### config.mk
export PLATFORM = sky130hd
export DESIGN_NAME = sacmc_ctrl
export DESIGN_NICKNAME = d
export VERILOG_FILES = /design/src/hw/rtl/sacmc_pkg.sv /design/src/hw/rtl/sacmc_ctrl.sv
export SDC_FILE = /design/constraint.sdc
export NUM_CORES = 1
export LEC_CHECK = 0
export BUFFER_PORTS_ARGS = -buffer_cell sky130_fd_sc_hd__buf_2
export CAP_MARGIN = 20
export CORE_AREA = 3 3 40 42
export CTS_BUF_LIST = sky130_fd_sc_hd__clkbuf_16
export DETAILED_ROUTE_END_ITERATION = 6
export DIE_AREA = 0 0 43 45
export GPL_TIMING_DRIVEN = 0
export PLACE_DENSITY = 0.41
export SLEW_MARGIN = 20
export SYNTH_ARGS = -nofsm -noshare
export SYNTH_HDL_FRONTEND = slang
export SYNTH_SLANG_ARGS = --single-unit
### constraint.sdc
create_clock -name clk -period 1.9 [get_ports clk]
set_input_delay 0.095 -clock clk [delete_from_list [all_inputs] [get_ports clk]]
set_output_delay 0.095 -clock clk [all_outputs]
set_load 0.1 [all_outputs]
### src/hw/rtl/sacmc_pkg.sv
`default_nettype none
package sacmc_pkg;

	localparam int DEF_MAX_SETS = 1024;
	localparam int DEF_MAX_WAYS = 8;

	localparam int ADDR_W  = 32;
	localparam int TAG_W   = 32;
	localparam int STAMP_W = 32;
	localparam int CNT_W   = 32;
	localparam int ENTRY_W = 1 + TAG_W + STAMP_W;

	localparam int CFG_IDX_W  = 3;
	localparam int CFG_DATA_W = 16;

	localparam logic [CFG_IDX_W-1:0] REG_OFFSET_BITS = 3'd0;
	localparam logic [CFG_IDX_W-1:0] REG_INDEX_BITS  = 3'd1;
	localparam logic [CFG_IDX_W-1:0] REG_WAYS        = 3'd2;
	localparam logic [CFG_IDX_W-1:0] REG_POLICY      = 3'd3;
	localparam logic [CFG_IDX_W-1:0] REG_SEED        = 3'd4;

	localparam logic [1:0] POL_RANDOM = 2'd0;
	localparam logic [1:0] POL_FIFO   = 2'd1;
	localparam logic [1:0] POL_LRU    = 2'd2;

	localparam logic [1:0] OUT_HIT        = 2'd0;
	localparam logic [1:0] OUT_COMPULSORY = 2'd1;
	localparam logic [1:0] OUT_CAPACITY   = 2'd2;
	localparam logic [1:0] OUT_CONFLICT   = 2'd3;

	localparam logic [4:0]  RST_OFFSET_BITS = 5'd4;
	localparam logic [3:0]  RST_INDEX_BITS  = 4'd6;
	localparam logic [3:0]  RST_WAYS        = 4'd4;
	localparam logic [1:0]  RST_POLICY      = POL_LRU;
	localparam logic [15:0] RST_SEED        = 16'd1;

	typedef struct packed {
		logic clear;
		logic accept;
		logic look;
		logic modstep;
		logic finish;
	} cmd_t;

	typedef struct packed {
		logic clear_done;
		logic need_random;
		logic mod_done;
		logic out_busy;
	} sts_t;

	function automatic logic [CNT_W-1:0] sat_inc(input logic [CNT_W-1:0] v);
		sat_inc = (v == '1) ? v : v + 1'b1;
	endfunction

endpackage
`default_nettype wire

### src/hw/rtl/sacmc_ctrl.sv
`default_nettype none
module sacmc_ctrl (
	input  wire logic           clk,
	input  wire logic           arst_n,
	input  wire logic           req_valid,
	output logic                req_ready,
	input  wire sacmc_pkg::sts_t sts,
	output sacmc_pkg::cmd_t     cmd
);
	typedef enum logic [2:0] {
		S_CLEAR,
		S_IDLE,
		S_LOOK,
		S_MODULO,
		S_FINISH
	} state_t;

	state_t state_q;
	logic   ready_q;

	assign req_ready = ready_q;

	always_comb begin
		cmd = '0;
		unique case (state_q)
			S_CLEAR:  cmd.clear = 1'b1;
			S_IDLE:   cmd.accept = req_valid & ready_q;
			S_LOOK:   cmd.look = 1'b1;
			S_MODULO: cmd.modstep = 1'b1;
			S_FINISH: cmd.finish = ~sts.out_busy;
			default:  cmd = '0;
		endcase
	end

	always_ff @(posedge clk or negedge arst_n) begin
		if (!arst_n) begin
			state_q <= S_CLEAR;
			ready_q <= 1'b0;
		end else begin
			unique case (state_q)
				S_CLEAR: begin
					if (sts.clear_done) begin
						state_q <= S_IDLE;
						ready_q <= 1'b1;
					end
				end
				S_IDLE: begin
					if (req_valid && ready_q) begin
						state_q <= S_LOOK;
						ready_q <= 1'b0;
					end
				end
				S_LOOK: begin
					state_q <= sts.need_random ? S_MODULO : S_FINISH;
				end
				S_MODULO: begin
					if (sts.mod_done) begin
						state_q <= S_FINISH;
					end
				end
				S_FINISH: begin
					if (!sts.out_busy) begin
						state_q <= S_IDLE;
						ready_q <= 1'b1;
					end
				end
				default: begin
					state_q <= S_CLEAR;
					ready_q <= 1'b0;
				end
			endcase
		end
	end
endmodule
`default_nettype wire

== Word level (Yosys, flattened, before mapping) ==
Index checks and enable logic that the tools add are counted.

* Register bits: 4
* Input port bits: 7
* Word-level logic and storage cells: 33

* Equality and inequality tests: 8
* Muxes and demuxes: 15
* Bitwise logic cells: 3
* Reductions and logical operators: 5

{| class="wikitable"
|+ Operators with widths
! kind !! count
|-
| $mux 3 || 5
|-
| $pmux 3 s5 || 1
|-
| $mux 1 || 8
|-
| $ne 2x2->1 const B || 4
|-
| $reduce_and 4->1 || 2
|-
| $eq 3x2->1 const B || 2
|-
| $pmux 1 s4 || 1
|-
| $eq 3x1->1 const B || 1
|-
| $eq 3x3->1 const B || 1
|-
| $logic_not 3->1 || 1
|-
| $not 1->1 || 2
|-
| $reduce_or 2->1 || 1
|-
| $and 1x1->1 || 1
|-
| $logic_and 1x1->1 || 1
|}

== Longest topological paths before layout ==
Gate-level depths: netlist of the first run.

* Word-level depth: 4
* Gate-level depth with buffers: 4
* Gate-level depth less buffers: 3

== Worst setup path before layout of the first run ==
No wires, ideal clock.

* Path type: register to output
* Start: register state_q[0]
* End: output port cmd[4] (netlist bit)
* Arrival time: 2.586 ns
* Setup slack: -0.781 ns
* Stages on the path, launching flop included: 3
* Path through: dfrtp_1 > buf_4 > nor3_1

{| class="wikitable"
|+ RTL lines
! what !! RTL line !! RTL
|-
| from (decl) || sacmc_ctrl.sv:18 || <nowiki>state_t state_q;</nowiki>
|-
| from (signal assigned) || sacmc_ctrl.sv:54 || <nowiki>state_q <= sts.need_random ? S_MODULO : S_FINISH;</nowiki>
|-
| to (decl) || sacmc_ctrl.sv:8 || <nowiki>output sacmc_pkg::cmd_t cmd</nowiki>
|}

==> metrics.md, run 1 <==
| Metric | Value |
|---|---|
| Area leader, netlist | dfrtp_1 |
| Vias in the first global route | 284 |
| R2r startpoint | state_q[0] |
| Inserted Clock Buffers | 3 |
| Synth Register Bits | 4 |
| Post-Synthesis Cells | 32 |
| DR DRC count | 0 |
| Critical path arrival | 1550 ps |
| Most area-consuming cells after synthesis | dfrtp_1 33%, nor4b_4 7.9%, nor2b_1 6.2% |
| Clk pin slew, worst setup/hold paths | 30 ps |
| Met3 usage | 4.78% |
| Area grow syn2layout | 60.6% |
| Yosys warnings | 0 |
| WHS Endpoint | state_q[1] |
| Crit path capture type | output pin |
| CTS tree | yes |
| Critical path peak fanout | 10 |
| Layer with the highest usage | met2 |
| Vias per cell | 4.45 |
| Root Driver | clkbuf_16 |
| Post-synthesis sequential area ratio | 33.2% |
| First-pass detailed-route iteration total | 4 |
| Fin crit share | 86.3% |
| Synthesized area per cell | 9.42 µm² |
| Max H-tree Level | 1 |
| Register area | 101 µm² |
| Layout cell share with drive strength beyond 1 | 49.0% |
| Num ports | 13 |
| Crit start category | flop |
| Clk_lat worst skew | 220 ps |
| Hold Path Origin | req_valid |
| Mapped Nets | 39 |
| Post-route minimum period | 1640 ps |
| Drt first-iter violations | 7 |
| Gr usage total | 8.78% |
| Asr flop ratio synth | 100% |
| Filler Cells Inserted | 141 |
| MaxCap Viol Count | 0 |
| Setup TNS Final | 0 ps |
| Status | complete, no violations |
| Max-slew violation count | 0 |
| Final Wtd Congestion | 0.717 |
| Core footprint | 1280 µm² |
| M1 GR Usage | 9.02% |
| Multi-input logic area | 196 µm² |
| CTS max path bufs | 2 |
| Die X | 43 µm |
| Largest net degree at the start of global routing | 11 |
| Ys flop type | dfrtp_1 |
| N_diodes | 0 |
| R2R Setup Slk | 830 ps |
| Capture point of the worst reg-to-reg path | state_q[2] |
| Clock Sinks | 4 |
| First-pass GRT wire length | 1.17 mm |
| Starting density of the core | 23.5% |
| Synth top area share | 33.2% |
| Initial antenna violation count | 0 |
| Total wire length | 696 µm |
| Worst Skew | 1.41 ps |
| Slew @ Worst Pin | 489 ps |
| Wirelength per Cell | 10.9 µm |
| Total number of vias | 285 |
| GR Util met2 | 12.3% |
| Number of placement rows | 13 |
| Synth top cells by count | 4 x dfrtp_1, 4 x nand2_1, 3 x nor2b_1 |
| Vert. Die Dim | 45 µm |
| Distinct cell type count after synthesis | 21 |
| GRT overflow | 0 |
| Post-synth EDFFs | 0 |
| CP required | 1800 ps |
| Die area | 1940 µm² |
| Fmax | 610 MHz |
| Final #Nets | 57 |
| FF-to-FF path depth | 4 |
| Worst rel slew slack | 67.6% |
| RSZ-0062 raised after global routing | no |
| Syn Std Cell Area | 302 µm² |
| Hold Crit Depth | 3 |
| # port buffers | 12 |
| Finish-stage setup viols | 0 |
| Fin. Hold Viols | 0 |
| Critical Setup Path Class | flop to output pin |
| DRT antenna net count | 0 |
| Worst Hold Class | primary input to flop |
per-stage QoR:
stage               hold WS (ps)  setup slack, ps  utilization, %  area, µm²  std cells
floorplan                   -201             21.6               -        317         32
global placement           -99.7              507            30.8        395         59
detailed placement         -96.6              488            30.8        395         59
CTS                          191              250            37.7        484         64
global route                 210              202            37.7        484         64
finish                       183              260            37.7        484         64
critical path, stage by stage (launching register included):
cell	delay, ps
dfrtp_1	380
buf_4	190
and2b_1	160
nor3b_4	160
buf_2	440
per-layer routing:
layer | part of all wire (%) | vias to the layer above
met5 | 0 | -
met4 | 3.4 | 0
met3 | 9.6 | 3
met2 | 46 | 10
met1 | 41 | 123
li1 | - | 149
logic make-up after synthesis:
kind of cell	count (synthesis)	synth area share, %
buffers and inverters	2	6.22
and+or+nand+nor	16	37.8
AOI/OAI and AO/OA	9	19.1
DFF	4	33.2
muxes	1	3.73
cells in the final DEF, fill, tap and decap left out, types with 2 or more instances in the layout:
cell | Yosys | final
o21ai_0 | 2 | 2
buf_2 | 0 | 12
dfrtp_1 | 4 | 3
clkbuf_16 | 0 | 3
a21oi_1 | 2 | 2
nor2b_1 | 3 | 2
nand2_1 | 4 | 4
o211ai_1 | 2 | 2
state kept, by name, summed over array words and instances (netlist names):
name / flops
req_ready: 1
state_q: 3
worst max path at each step:
stage | depth (start not counted) | startpoint | end | slack (ps)
6_report | 4 | state_q[0] | cmd[3] | 260
5_1_grt | 4 | state_q[0] | cmd[3] | 200
4_1_cts | 4 | state_q[0] | cmd[3] | 250
3_5_place_dp | 4 | state_q[0] | cmd[3] | 490
3_3_place_gp | 4 | state_q[0] | cmd[3] | 510
2_1_floorplan | 4 | state_q[1] | state_q[0] | 20
what timing repair did:
item,in CTS,in global routing
gates resized for setup,0,0
hold endpoints to repair,4,0
setup buffers,0,0
hold buffers,1,0
layout make-up:
type / instances / area share (%)
Multi-Input combinational cell: 26 / 40.6
Timing Repair Buffer: 13 / 14.5
Sequential cell: 4 / 20.9
Buffer: 2 / 3.88
Clock buffer: 3 / 15.5
Clock inverter: 1 / 0.775
Tap cell: 15 / 3.88
Power of run 1 is left out: the tool's default activity adds up to more than one toggle a clock period on the data nets, which glitch-free logic cannot reach.
==> inputs of run 2 (changes only) <==
--- a/config.mk
+++ b/config.mk
@@ -13,6 +13,7 @@
 export DIE_AREA = 0 0 43 45
 export GPL_TIMING_DRIVEN = 0
 export PLACE_DENSITY = 0.41
+export SETUP_SLACK_MARGIN = 0.5
 export SLEW_MARGIN = 20
 export SYNTH_ARGS = -nofsm -noshare
 export SYNTH_HDL_FRONTEND = slang
==> metrics.md, run 2 (same netlist as run 1, synthesis figures left out) <==
| Metric | Value |
|---|---|
| Layout cell share with drive strength beyond 1 | 61.8% |
| Post-route minimum period | 1400 ps |
| R2R Setup Slk | 720 ps |
| Fmax | 714 MHz |
| CTS max path bufs | 2 |
| Final #Nets | 63 |
| Reg with most FFs | state_q |
| N_diodes | 0 |
| Worst rel slew slack | 68.0% |
| # port buffers | 12 |
| Gr usage total | 9.79% |
| Capture point of the worst reg-to-reg path | state_q[2] |
| Worst Hold Class | primary input to asynchronous set/reset pin |
| Clk pin slew, worst setup/hold paths | 30 ps |
| Slowest cell on the critical path | dfrtp_1 |
| # placed instances | 59 |
| Die X | 43 µm |
| Core footprint | 1280 µm² |
| Vias per cell | 4.73 |
| Max-slew violation count | 0 |
| Critical path peak fanout | 3 |
| Critical Setup Path Class | flop to output pin |
| Setup TNS Final | 0 ps |
| Starting density of the core | 23.5% |
| First-pass GRT wire length | 1.40 mm |
| Vias in the first global route | 356 |
| FF-to-FF path depth | 5 |
| Fin crit share | 73.7% |
| Worst path bufs/invs | 2 |
| DR DRC count | 0 |
| Largest register FFs | 3 |
| DP HPWL | 554 µm |
| R2r startpoint | state_q[0] |
| Met3 usage | 1.20% |
| Cells along the critical path | buf_6 -> and2b_1 -> nor3b_4 -> buf_12 |
| Initial antenna violation count | 0 |
| Status | complete, no violations |
| Final Wtd Congestion | 0.705 |
| Vert. Die Dim | 45 µm |
| Root Driver | clkbuf_16 |
| GRT overflow | 0 |
| Worst Skew | 3.39 ps |
| Total number of vias | 331 |
| Largest net degree at the start of global routing | 7 |
| Area grow syn2layout | 109% |
| Crit start category | flop |
| DRT antenna net count | 0 |
| GR Util met2 | 18.3% |
| Die area | 1940 µm² |
| Finish-stage setup viols | 0 |
| Crit path capture type | output pin |
| Slew @ Worst Pin | 483 ps |
| CTS tree | yes |
| Finished Layout Cells | 70 |
| Crit-path max cell delay | 400 ps |
| Most frequent cells in the layout | 7 x buf_2, 5 x buf_4, 4 x buf_6, 4 x buf_12 |
| Critical path arrival | 1310 ps |
| MaxCap Viol Count | 0 |
| CP required | 1800 ps |
| Drt first-iter violations | 7 |
| Clock Sinks | 4 |
| CP top delay family | flip-flops |
| Fin. Hold Viols | 0 |
| Num ports | 13 |
| Wirelength per Cell | 11.1 µm |
| M1 GR Usage | 10.0% |
| Layer with the highest usage | met2 |
| Inserted Clock Buffers | 3 |
| First-pass detailed-route iteration total | 4 |
| Most common cell after layout, fill and taps aside | buf_2 |
| Total wire length | 776 µm |
| Final core occ | 49.0% |
| RSZ-0062 raised after global routing | yes |
| Number of placement rows | 13 |
| Clk_lat worst skew | 220 ps |
| Max H-tree Level | 1 |
==> run 2: cell types whose count changed in the layout (fill, tap and decap cells not counted), sizes merged <==
cell,previous run,this run
buf,14,20
==> run 2: through the flow <==
stage                     instance area (µm²)  hold WS, ps  setup WS, ps
final                                     629          201           499
after global routing                      629          217           454
after CTS                                 617          197           490
after detailed placement                  418        -99.3           456
after global placement                    418         -100           477
after floorplan                           339         -201          85.9
==> run 2: metal layers <==
layer	share of wire, %	up-vias
met2	54	12
met1	41	158
met3	4.8	0
met4	0	0
met5	0	-
li1	-	161
==> run 2: worst max-delay path by stage <==
stage,start,to,slack (ps),depth (start not counted)
CTS,state_q[0],cmd[3],490,4
global placement,state_q[0],cmd[3],480,4
global route,state_q[0],cmd[3],450,4
detailed placement,state_q[1],cmd[2],460,4
finish,state_q[0],cmd[3],500,4
floorplan,state_q[1],state_q[0],90,4
==> run 2: worst register-to-register path, cell delays in order (launching register included) <==
cell	delay [ps]
dfrtp_1	410
buf_6	140
buf_4	150
nand2_1	70
o21ai_0	80
a32o_1	220
==> run 2: final cells by class <==
cell class / count / area, µm²
plain buffers: 2 / 22.5
clock buffers: 3 / 75.1
flip-flops and latches: 4 / 105
clock inverters: 1 / 3.75
well taps: 15 / 18.8
fillers: 131 / 656
repair buffers: 19 / 185
multi-input cells: 26 / 219
==> run 2: repair_timing <==
action | in CTS | in global routing
pin swaps | 0 | 0
setup buffers | 6 | 0
endpoints found under the hold margin | 4 | 0
hold buffers | 1 | 0
setup endpoints to repair | 5 | 5
gates resized for setup | 16 | 3
Power of run 2 is left out for the same reason.
==> inputs of run 3 (changes only) <==
--- a/config.mk
+++ b/config.mk
@@ -12,7 +12,7 @@
 export DETAILED_ROUTE_END_ITERATION = 6
 export DIE_AREA = 0 0 43 45
 export GPL_TIMING_DRIVEN = 0
-export PLACE_DENSITY = 0.41
+export PLACE_DENSITY = 0.43
 export SETUP_SLACK_MARGIN = 0.5
 export SLEW_MARGIN = 20
 export SYNTH_ARGS = -nofsm -noshare
==> constraint.sdc (replaced) <==
create_clock -name clk -period 1.15 [get_ports clk]
set_input_delay 0.0575 -clock clk [delete_from_list [all_inputs] [get_ports clk]]
set_output_delay 0.0575 -clock clk [all_outputs]
set_load 0.1 [all_outputs]
==> metrics.md, run 3 (same netlist as run 1, synthesis figures left out) <==
| Metric | Value |
|---|---|
| Status | finished, violations left |
| Failing checks | negative setup slack |
| Critical Setup Path Class | flop to output pin |
| Total number of vias | 353 |
| Worst Skew | 0.516 ps |
| Hold Path Origin | sts[0] |
| Post-route minimum period | 1370 ps |
| Die X | 43 µm |
| R2R Setup Slk | -50 ps |
| Final hold slack | 158 ps |
| Layout cell share with drive strength beyond 1 | 74.2% |
| Final Wtd Congestion | 0.701 |
| Wirelength per Cell | 13.2 µm |
| Starting density of the core | 23.5% |
| Initial antenna violation count | 0 |
| GR Util met2 | 17.4% |
| Worst rel slew slack | 83.5% |
| Clk_lat worst skew | 220 ps |
| Final #Nets | 70 |
| Fin crit share | 119% |
| Most common cell after layout, fill and taps aside | buf_6 |
| MaxCap Viol Count | 0 |
| Gr usage total | 11.7% |
| Multi-input logic area | 258 µm² |
| DP HPWL | 606 µm |
| Number of placement rows | 13 |
| Num ports | 13 |
| First-pass detailed-route iteration total | 2 |
| Met3 usage | 5.98% |
| Layer with the highest usage | met2 |
| Vias in the first global route | 361 |
| Setup Slack @ Placement | -241 ps |
| Inserted Clock Buffers | 3 |
| FF-to-FF path depth | 6 |
| Final WS setup | -215 ps |
| Max-slew violation count | 0 |
| Die area | 1940 µm² |
| Drt first-iter violations | 9 |
| Max H-tree Level | 1 |
| Register area | 105 µm² |
| N_diodes | 0 |
| Area grow syn2layout | 154% |
| Critical Path Start | state_q[0] |
| CTS tree | yes |
| Finish-stage setup viols | 6 |
| Filler Cells Inserted | 108 |
| CTS max path bufs | 2 |
| Most frequent cells in the layout | 12 x buf_6, 6 x buf_2, 5 x buf_12 |
| Fin. Hold Viols | 0 |
| Worst Hold Class | primary input to flop |
| Crit start category | flop |
| Hold Crit Depth | 2 |
| DRT antenna net count | 0 |
| Largest net degree at the start of global routing | 11 |
| GRT overflow | 0 |
| Vias per cell | 4.58 |
| R2r startpoint | state_q[1] |
| Dpl cell area | 427 µm² |
| CP required | 1090 ps |
| M1 GR Usage | 14.0% |
| Fmax | 733 MHz |
| Total wire length | 1.01 mm |
| Finished layout cell area | 766 µm² |
| Largest register FFs | 3 |
| Critical path arrival | 1310 ps |
| RSZ-0062 raised after global routing | yes |
| # port buffers | 12 |
| Final core occ | 59.6% |
| Crit path capture type | output pin |
| Root Driver | clkbuf_16 |
| DR DRC count | 0 |
| Clock Sinks | 4 |
| First-pass GRT wire length | 1.59 mm |
| Reg with most FFs | state_q |
| Slew @ Worst Pin | 247 ps |
| Vert. Die Dim | 45 µm |
| Clk pin slew, worst setup/hold paths | 30 ps |
| Critical path peak fanout | 2 |
| Core footprint | 1280 µm² |
[run 3: worst max-delay path, cell delays in order, from the launching register on]
cell	delay, ps
dfrtp_1	400
buf_6	130
nor4b_4	290
buf_6	270
[run 3: worst paths after layout]
check	endpoint
worst min register to register	req_ready
worst max-delay path	cmd[0]
worst max register to register	req_ready
min in group asynchronous	req_ready
worst min-delay path	state_q[2]
max in group asynchronous	req_ready
[run 3: cell type report]
cell class	instances	area share [%]
Timing Repair Buffer	26	36.9
Multi-Input combinational cell	26	33.7
Sequential cell	4	13.7
Clock buffer	3	9.80
Buffer	2	2.94
Tap cell	15	2.45
Clock inverter	1	0.490
[run 3: per-stage QoR]
stage	setup TNS, ps	instances
final	-945	77
after global routing	-1180	77
after CTS	-939	72
after detailed placement	-810	59
after global placement	-715	59
after floorplan	-2350	32
[run 3: routing by layer]
metal | share of wire [%] | vias up
met2 | 50 | 13
li1 | - | 176
met5 | 0 | -
met1 | 42 | 164
met4 | 0 | 0
met3 | 8.2 | 0
[run 3: repair_timing]
item	in CTS	in global routing
resized for setup	29	11
endpoints found under the hold margin	4	0
setup endpoints to repair	10	10
buffers inserted	8	5
pin swaps	2	7
hold buffers	1	0
Power of run 3 is left out for the same reason.
